File: src/sv/locd_pkg.sv
// Shared constants, codes and controller/datapath interface types for the cache directory.
package locd_pkg;

  localparam int LINES    = 10;
  localparam int KEY_BITS = 64;
  localparam int MAX_SIZE = 102400;

  localparam int KEY_W   = 64;
  localparam int SIZE_W  = 17;
  localparam int LINE_W  = 6;
  localparam int STAMP_W = 32;
  localparam int IDX_W   = (LINES > 1) ? $clog2(LINES) : 1;

  localparam logic MODE_LOOKUP = 1'b0;
  localparam logic MODE_INSERT = 1'b1;

  typedef enum logic [1:0] {
    ST_IDLE,
    ST_SCAN,
    ST_UPDATE,
    ST_FINISH
  } state_t;

  typedef struct packed {
    logic load_req;
    logic step_scan;
    logic update;
    logic load_out;
  } ctrl_cmd_t;

  typedef struct packed {
    logic scan_done;
    logic out_free;
  } dp_status_t;

endpackage

File: src/sv/lru_object_cache_directory.sv
// Top level of the fully associative LRU object cache directory.
// An insert scans all entries, one per cycle, for the first free entry or the one with the
// oldest use stamp. A lookup scans only up to the first valid matching key, so an early hit
// ends the scan sooner. The update state then updates the entry and the use clock, the finish
// state loads the result register once it is free, and the result can then transfer. Inserts
// larger than the maximum object size end the scan at once, leave the directory unchanged and
// return zeros. A new request is taken once the previous result has been loaded, even if it
// has not yet been taken.
module lru_object_cache_directory import locd_pkg::*; (
  input  logic              clk,
  input  logic              rst,
  input  logic              in_valid,
  output logic              in_stall,
  input  logic              mode,
  input  logic [KEY_W-1:0]  key,
  input  logic [SIZE_W-1:0] object_size,
  output logic              out_valid,
  input  logic              out_stall,
  output logic              hit,
  output logic [LINE_W-1:0] line_index,
  output logic [SIZE_W-1:0] found_size,
  output logic              evicted
);

  ctrl_cmd_t  cmd;
  dp_status_t status;

  locd_ctrl u_ctrl (
    .clk      (clk),
    .rst      (rst),
    .in_valid (in_valid),
    .in_stall (in_stall),
    .status   (status),
    .cmd      (cmd)
  );

  locd_dp u_dp (
    .clk         (clk),
    .rst         (rst),
    .cmd         (cmd),
    .status      (status),
    .mode        (mode),
    .key         (key),
    .object_size (object_size),
    .out_valid   (out_valid),
    .out_stall   (out_stall),
    .hit         (hit),
    .line_index  (line_index),
    .found_size  (found_size),
    .evicted     (evicted)
  );

  a_busy_after_accept: assert property (@(posedge clk) disable iff (rst)
    (in_valid && !in_stall) |=> in_stall)
    else $error("request accepted while a previous one was in progress");

  a_hit_not_evict: assert property (@(posedge clk) disable iff (rst)
    out_valid |-> !(hit && evicted))
    else $error("result reports both a hit and an eviction");

  a_miss_size_zero: assert property (@(posedge clk) disable iff (rst)
    (out_valid && !hit) |-> (found_size == '0))
    else $error("nonzero size reported without a hit");

  a_index_range: assert property (@(posedge clk) disable iff (rst)
    out_valid |-> (32'(line_index) < 32'(LINES)))
    else $error("line index outside the directory");

endmodule

File: src/sv/locd_ctrl.sv
// Controller state machine that sequences accept, scan, update and result delivery.
module locd_ctrl import locd_pkg::*; (
  input  logic       clk,
  input  logic       rst,
  input  logic       in_valid,
  output logic       in_stall,
  input  dp_status_t status,
  output ctrl_cmd_t  cmd
);

  state_t state;
  state_t state_next;

  always_ff @(posedge clk) begin
    if (rst) begin
      state <= ST_IDLE;
    end else begin
      state <= state_next;
    end
  end

  always_comb begin
    state_next = state;
    case (state)
      ST_IDLE: begin
        if (in_valid) begin
          state_next = ST_SCAN;
        end
      end
      ST_SCAN: begin
        if (status.scan_done) begin
          state_next = ST_UPDATE;
        end
      end
      ST_UPDATE: begin
        state_next = ST_FINISH;
      end
      ST_FINISH: begin
        if (status.out_free) begin
          state_next = ST_IDLE;
        end
      end
      default: begin
        state_next = ST_IDLE;
      end
    endcase
  end

  always_comb begin
    in_stall = 1'b1;
    cmd      = '0;
    case (state)
      ST_IDLE: begin
        in_stall     = 1'b0;
        cmd.load_req = in_valid;
      end
      ST_SCAN: begin
        cmd.step_scan = 1'b1;
      end
      ST_UPDATE: begin
        cmd.update = 1'b1;
      end
      ST_FINISH: begin
        cmd.load_out = status.out_free;
      end
      default: begin
        in_stall = 1'b1;
      end
    endcase
  end

endmodule

File: src/sv/locd_dp.sv
// Datapath holding the directory entries, the use clock, the scan unit and the result register.
module locd_dp import locd_pkg::*; (
  input  logic              clk,
  input  logic              rst,
  input  ctrl_cmd_t         cmd,
  output dp_status_t        status,
  input  logic              mode,
  input  logic [KEY_W-1:0]  key,
  input  logic [SIZE_W-1:0] object_size,
  output logic              out_valid,
  input  logic              out_stall,
  output logic              hit,
  output logic [LINE_W-1:0] line_index,
  output logic [SIZE_W-1:0] found_size,
  output logic              evicted
);

  logic [LINES-1:0]    ent_valid;
  logic [KEY_BITS-1:0] ent_key   [LINES];
  logic [SIZE_W-1:0]   ent_size  [LINES];
  logic [STAMP_W-1:0]  ent_stamp [LINES];
  logic [STAMP_W-1:0]  use_clock;

  logic                req_mode;
  logic [KEY_BITS-1:0] req_key;
  logic [SIZE_W-1:0]   req_size;

  logic [IDX_W-1:0]    scan_idx;
  logic                found;
  logic [IDX_W-1:0]    found_idx;
  logic                have_free;
  logic [IDX_W-1:0]    free_idx;
  logic [STAMP_W-1:0]  best_stamp;
  logic [IDX_W-1:0]    best_idx;

  logic                res_hit;
  logic [IDX_W-1:0]    res_idx;
  logic [SIZE_W-1:0]   res_size;
  logic                res_evicted;

  logic                oversize;
  logic                cur_match;
  logic                scan_last;
  logic [IDX_W-1:0]    victim;
  logic                do_hit;
  logic                do_fill;

  assign oversize  = (req_mode == MODE_INSERT) && (32'(req_size) > 32'(MAX_SIZE));
  assign cur_match = ent_valid[scan_idx] && (ent_key[scan_idx] == req_key);
  assign scan_last = (scan_idx == IDX_W'(LINES - 1));
  assign victim    = have_free ? free_idx : best_idx;
  assign do_hit    = cmd.update && (req_mode == MODE_LOOKUP) && found;
  assign do_fill   = cmd.update && (req_mode == MODE_INSERT) && !oversize;

  assign status.scan_done = oversize || scan_last ||
                            ((req_mode == MODE_LOOKUP) && cur_match);
  assign status.out_free  = !out_valid || !out_stall;

  // Control state: valid bits, use clock and the result flag.
  always_ff @(posedge clk) begin
    if (rst) begin
      ent_valid <= '0;
      use_clock <= '0;
      out_valid <= 1'b0;
    end else begin
      if (do_hit) begin
        use_clock <= use_clock + STAMP_W'(2);
      end else if (do_fill) begin
        use_clock         <= use_clock + STAMP_W'(1);
        ent_valid[victim] <= 1'b1;
      end
      if (cmd.load_out) begin
        out_valid <= 1'b1;
      end else if (!out_stall) begin
        out_valid <= 1'b0;
      end
    end
  end

  // Payload: request, scan bookkeeping, entry contents and results.
  always_ff @(posedge clk) begin
    if (cmd.load_req) begin
      req_mode  <= mode;
      req_key   <= key[KEY_BITS-1:0];
      req_size  <= object_size;
      scan_idx  <= '0;
      found     <= 1'b0;
      have_free <= 1'b0;
    end
    if (cmd.step_scan) begin
      scan_idx <= scan_idx + IDX_W'(1);
      if ((req_mode == MODE_LOOKUP) && cur_match) begin
        found     <= 1'b1;
        found_idx <= scan_idx;
      end
      if (!ent_valid[scan_idx] && !have_free) begin
        have_free <= 1'b1;
        free_idx  <= scan_idx;
      end
      if ((scan_idx == '0) || (ent_stamp[scan_idx] < best_stamp)) begin
        best_stamp <= ent_stamp[scan_idx];
        best_idx   <= scan_idx;
      end
    end
    if (cmd.update) begin
      res_hit     <= 1'b0;
      res_idx     <= '0;
      res_size    <= '0;
      res_evicted <= 1'b0;
      if (do_hit) begin
        ent_stamp[found_idx] <= use_clock + STAMP_W'(1);
        res_hit              <= 1'b1;
        res_idx              <= found_idx;
        res_size             <= ent_size[found_idx];
      end else if (do_fill) begin
        ent_stamp[victim] <= use_clock + STAMP_W'(1);
        ent_key[victim]   <= req_key;
        ent_size[victim]  <= req_size;
        res_idx           <= victim;
        res_evicted       <= !have_free;
      end
    end
    if (cmd.load_out) begin
      hit        <= res_hit;
      line_index <= LINE_W'(res_idx);
      found_size <= res_size;
      evicted    <= res_evicted;
    end
  end

endmodule

File: config.mk
export PLATFORM = sky130hd
export DESIGN_NAME = lru_object_cache_directory
export DESIGN_NICKNAME = d
export VERILOG_FILES = /design/src/sv/locd_pkg.sv /design/src/sv/lru_object_cache_directory.sv /design/src/sv/locd_ctrl.sv /design/src/sv/locd_dp.sv
export SDC_FILE = /design/constraint.sdc
export NUM_CORES = 1
export LEC_CHECK = 0
export BUFFER_PORTS_ARGS = -buffer_cell sky130_fd_sc_hd__buf_2
export CORE_ASPECT_RATIO = 0.75
export CORE_MARGIN = 2
export CORE_UTILIZATION = 60
export DETAILED_ROUTE_END_ITERATION = 8
export PLACE_DENSITY_LB_ADDON = 0.15
export SETUP_SLACK_MARGIN = 0.15
export SYNTH_ARGS = -nofsm -noshare
export SYNTH_HDL_FRONTEND = slang
export SYNTH_HIERARCHICAL = 1
export SYNTH_SLANG_ARGS = --single-unit
File: constraint.sdc
create_clock -name clk -period 8.9 [get_ports clk]
set_clock_uncertainty 0.05 [all_clocks]
set_input_delay 0.445 -clock clk [delete_from_list [all_inputs] [get_ports clk]]
set_output_delay 0.445 -clock clk [all_outputs]
set_load 0.005 [all_outputs]
==> results.toml <==
[finish]
share_of_layout_cells_above_drive_strength_1 = 0.194
n_antenna_cell = 0
area_delta_synth_final_pct = 13.2
fin_util = 0.688
num-nets-final = 3202

[grt]
grt_pass1_vias = 28000
grt_pass1_wl_um = 176000
grt.total_usage = 0.259
grt-ovfl-total = 0
antenna_found_initial = 2
largest_net_degree_at_the_start_of_global_routing = 97

[sta]
tns_ns = 0
post-route-min-period_ns = 5.34
highest_clock_rate_mhz = 187
maxSlewHeadroom = 0.170
timing.hold.ws_ns = 0.238
finalHoldViolations = 0
rsz0062_at_grt = "no"
setup_viol_count_final = 0
worst_slew_pin_tran_ns = 1.24
timing.final.crit_share = 0.600
number_of_max_slew_violations_in_the_final_report = 0

[detailed_routing]
number_of_remaining_drc_errors = 0
initialDrtViolationCount = 3131
wirelength_um = 117000
routed-via-count = 27400
drt-wirelength-per-cell_um = 26.9
pre_repair_dr_iteration_count = 8
route.antenna.remaining_nets = 0
routed_via_density = 6.33

[min_path]
hold_path.startpoint = "in_valid"
min_delay_path_depth = 4
min_to = "u_ctrl/state[0]"
path_type_of_the_worst_min_delay_path = "primary input to flip-flop"

[worst_setup_path]
path_cells = "buf_4 > mux4_2 > nor2b_1 > a211oi_1 > a21oi_1 > ha_1 > a21o_1 > a21o_1 > a21o_1 > a21oi_1 > o21ai_0 > or4_1 > a31oi_4 > buf_4"
cell_seen_most_often_among_critical_path_stages = "sky130_fd_sc_hd__a21o_1"
worst-r2r-setup-slack_ns = 3.56
crit_type = "flip-flop to flip-flop"
worst_path_largest_cell_delay_ns = 0.78
worst-path-max-fanout = 33
ff2ff_path_depth = 14
worst-endpoint-required_ns = 9.19
critical_path.slowest_cell = "sky130_fd_sc_hd__dfxtp_4"
worstPathBufferInverterCount = 2
critical_path.reg2reg.endpoint = "u_dp/best_stamp[25]"
critPathCaptureType = "flip-flop"
setup_crit_start_kind = "flip-flop"
cpLargestDelayFamily = "compound AO/OA/AOI/OAI gates"
cp_data_arrival_time_ns = 5.62

[clock_network]
ctsHtreeMaxLevel = 4
clock_sink_count = 1357
cts_root_buf = "sky130_fd_sc_hd__clkbuf_16"
cts_inserted_buffers = 131
clock_latency_ns = 0.70
cts_tree = "built"
cts-root-to-sink-buffers = 3
cts_post_setup_buffers_inserted = 0
cts.repair.resized = 0
cts.reportedPaths.clkPinSlew_ns = 0.06
cts.hold.buffers_added = 83

[synth]
syn-mean-instance-area_um2 = 19.0
number_of_synthesized_flops_with_an_enable_pin = 1306
post-synth-top-area-fraction = 0.733
synth_top_cells_by_area = "sky130_fd_sc_hd__edfxtp_1, sky130_fd_sc_hd__mux4_2, sky130_fd_sc_hd__mux2i_1"
synth_top_area_cell = "sky130_fd_sc_hd__edfxtp_1"
yosysWarnings = 6
yosys_register_bits = 1357
synth_flop_type = "sky130_fd_sc_hd__edfxtp_1"
synth_sequential_area_ratio = 0.752
synthArstFlopShare = 0
post_synth_instance_area_um2 = 53500
netlist_instances = 2820
netlist-cell-type-count = 70

[placed_design]
dp_hpwl_um = 63600
port-buffer-count = 110
gp_congestion = 0.821

[job]
max_cap_violations = 0

[run_status]
run_status = "finished clean"

[floorplan]
pin_count = 113
floorplan.initialDensity = 0.608
die_y_um = 263
floorplan.rows = 94
fp.dieArea_um2 = 91600
core_area_um2 = 88100
die_w_um = 349

[power_and_ir_drop]
power_density_nw_per_um2 = 280
ir_worst_vdd_mv = 0.247
leakage_nw = 19.8
-- cell usage after synthesis, types with 55 or more instances --
library cell and instances:
sky130_fd_sc_hd__xnor2_1 77, sky130_fd_sc_hd__nor2_1 110, sky130_fd_sc_hd__edfxtp_1 1306, sky130_fd_sc_hd__inv_1 60, sky130_fd_sc_hd__xor2_1 55, sky130_fd_sc_hd__nor2b_1 61
sky130_fd_sc_hd__clkbuf_1 58, sky130_fd_sc_hd__a21oi_1 64, sky130_fd_sc_hd__mux2i_1 178, sky130_fd_sc_hd__mux4_2 190, sky130_fd_sc_hd__nand2_1 81, sky130_fd_sc_hd__a211oi_1 73
-- layout make-up --
cell class,count,area (um^2)
flip-flops and latches,1357,40300
fillers,5483,27500
multi-input cells,1274,12600
clock buffers,168,3630
repair buffers,250,1870
well taps,1152,1440
clock inverters,71,624
inverters,61,229
-- placed cells by master, fill, tap and decap left out, types with 18 or more instances in the layout --
cell	Yosys	final
sky130_fd_sc_hd__o22ai_1	30	28
sky130_fd_sc_hd__o21ai_0	35	35
sky130_fd_sc_hd__buf_2	28	110
sky130_fd_sc_hd__xnor2_1	77	77
sky130_fd_sc_hd__nand2_1	81	81
sky130_fd_sc_hd__nand4_1	25	25
sky130_fd_sc_hd__mux2i_1	178	178
sky130_fd_sc_hd__mux2_2	41	41
sky130_fd_sc_hd__clkinv_1	1	32
sky130_fd_sc_hd__dfxtp_1	51	47
sky130_fd_sc_hd__dlygate4sd3_1	0	83
sky130_fd_sc_hd__nor2b_1	61	61
sky130_fd_sc_hd__mux4_2	190	190
sky130_fd_sc_hd__clkinv_2	0	19
sky130_fd_sc_hd__inv_1	60	60
sky130_fd_sc_hd__nor2_1	110	92
sky130_fd_sc_hd__clkbuf_16	0	139
sky130_fd_sc_hd__nor2_4	0	18
sky130_fd_sc_hd__nor4_1	19	19
sky130_fd_sc_hd__clkbuf_1	58	25
sky130_fd_sc_hd__nand3_1	19	19
sky130_fd_sc_hd__buf_4	19	52
sky130_fd_sc_hd__ha_1	41	41
sky130_fd_sc_hd__edfxtp_1	1306	1306
sky130_fd_sc_hd__a211oi_1	73	73
sky130_fd_sc_hd__a21oi_1	64	64
sky130_fd_sc_hd__xor2_1	55	55
-- per-stage QoR --
stage          area (um^2)  std cells  worst slack, ns  total power, W
6_report             60600       4333             3.56          0.0170
5_1_grt              60600       4333             3.25          0.0176
4_1_cts              60600       4333             3.55          0.0171
3_5_place_dp         55500       4011             3.55          0.0116
3_3_place_gp         55500       4011             3.58          0.0115
2_1_floorplan        53500       2821             2.28          0.0105
-- layer usage --
metal | track usage | up-vias | wire length (um)
li1 | - | 11800 | -
met1 | 0.398 | 14200 | 50300
met2 | 0.396 | 1193 | 54600
met3 | 0.0423 | 170 | 9560
met4 | 0.0651 | 0 | 2260
met5 | 0 | - | 0
-- where the power goes --
group	switching [W]	leakage [nW]	total, W	internal (W)
registers	0.000463	12.3	0.00803	0.00757
logic	0.00195	5.38	0.00344	0.00149
clock network	0.00228	2.08	0.00548	0.00320
-- cell families (layout without fill, tap and decap cells) --
family                   Yosys count  after routing  share of synthesized area
AND/OR/NAND/NOR                  387            387                     0.0362
adder cells (fa/ha/maj)           41             41                    0.00959
buffers and inverters            190            550                     0.0170
flip-flops                      1357           1357                      0.752
other                              1              2                  0.0000701
multiplexers                     420            420                      0.127
XOR/XNOR                         132            132                     0.0216
AO/OA/AOI/OAI                    292            292                     0.0366
-- state kept, by name (all words and copies together), names as in the netlist, 10 cells and up, named ones only --
name / flops
u_dp/ent_key: 640
u_dp/ent_stamp: 320
u_dp/ent_size: 170
u_dp/req_key: 64
u_dp/best_stamp: 32
u_dp/use_clock: 32
u_dp/found_size: 17
u_dp/req_size: 17
u_dp/res_size: 17
u_dp/ent_valid: 10
-- worst register-to-register path, stage by stage (launching register included) --
cell	delay [ns]
sky130_fd_sc_hd__dfxtp_4	0.78
sky130_fd_sc_hd__buf_4	0.49
sky130_fd_sc_hd__mux4_2	0.54
sky130_fd_sc_hd__nor2b_1	0.14
sky130_fd_sc_hd__a211oi_1	0.22
sky130_fd_sc_hd__a21oi_1	0.09
sky130_fd_sc_hd__ha_1	0.33
sky130_fd_sc_hd__a21o_1	0.16
sky130_fd_sc_hd__a21o_1	0.18
sky130_fd_sc_hd__a21o_1	0.18
sky130_fd_sc_hd__a21oi_1	0.13
sky130_fd_sc_hd__o21ai_0	0.11
sky130_fd_sc_hd__or4_1	0.58
sky130_fd_sc_hd__a31oi_4	0.45
sky130_fd_sc_hd__buf_4	0.52
-- worst max-delay path by stage --
| stage | start | to | depth (start not counted) |
|---|---|---|---|
| finish | flip-flop | u_dp/best_stamp[25] | 14 |
| global route | flip-flop | u_ctrl/state[0] | 13 |
| CTS | flip-flop | u_dp/best_stamp[27] | 14 |
| detailed placement | flip-flop | u_ctrl/state[0] | 13 |
| global placement | flip-flop | u_ctrl/state[0] | 13 |
| floorplan | flip-flop | u_dp/best_idx[0] | 19 |
(Power assumes the default switching activity.)
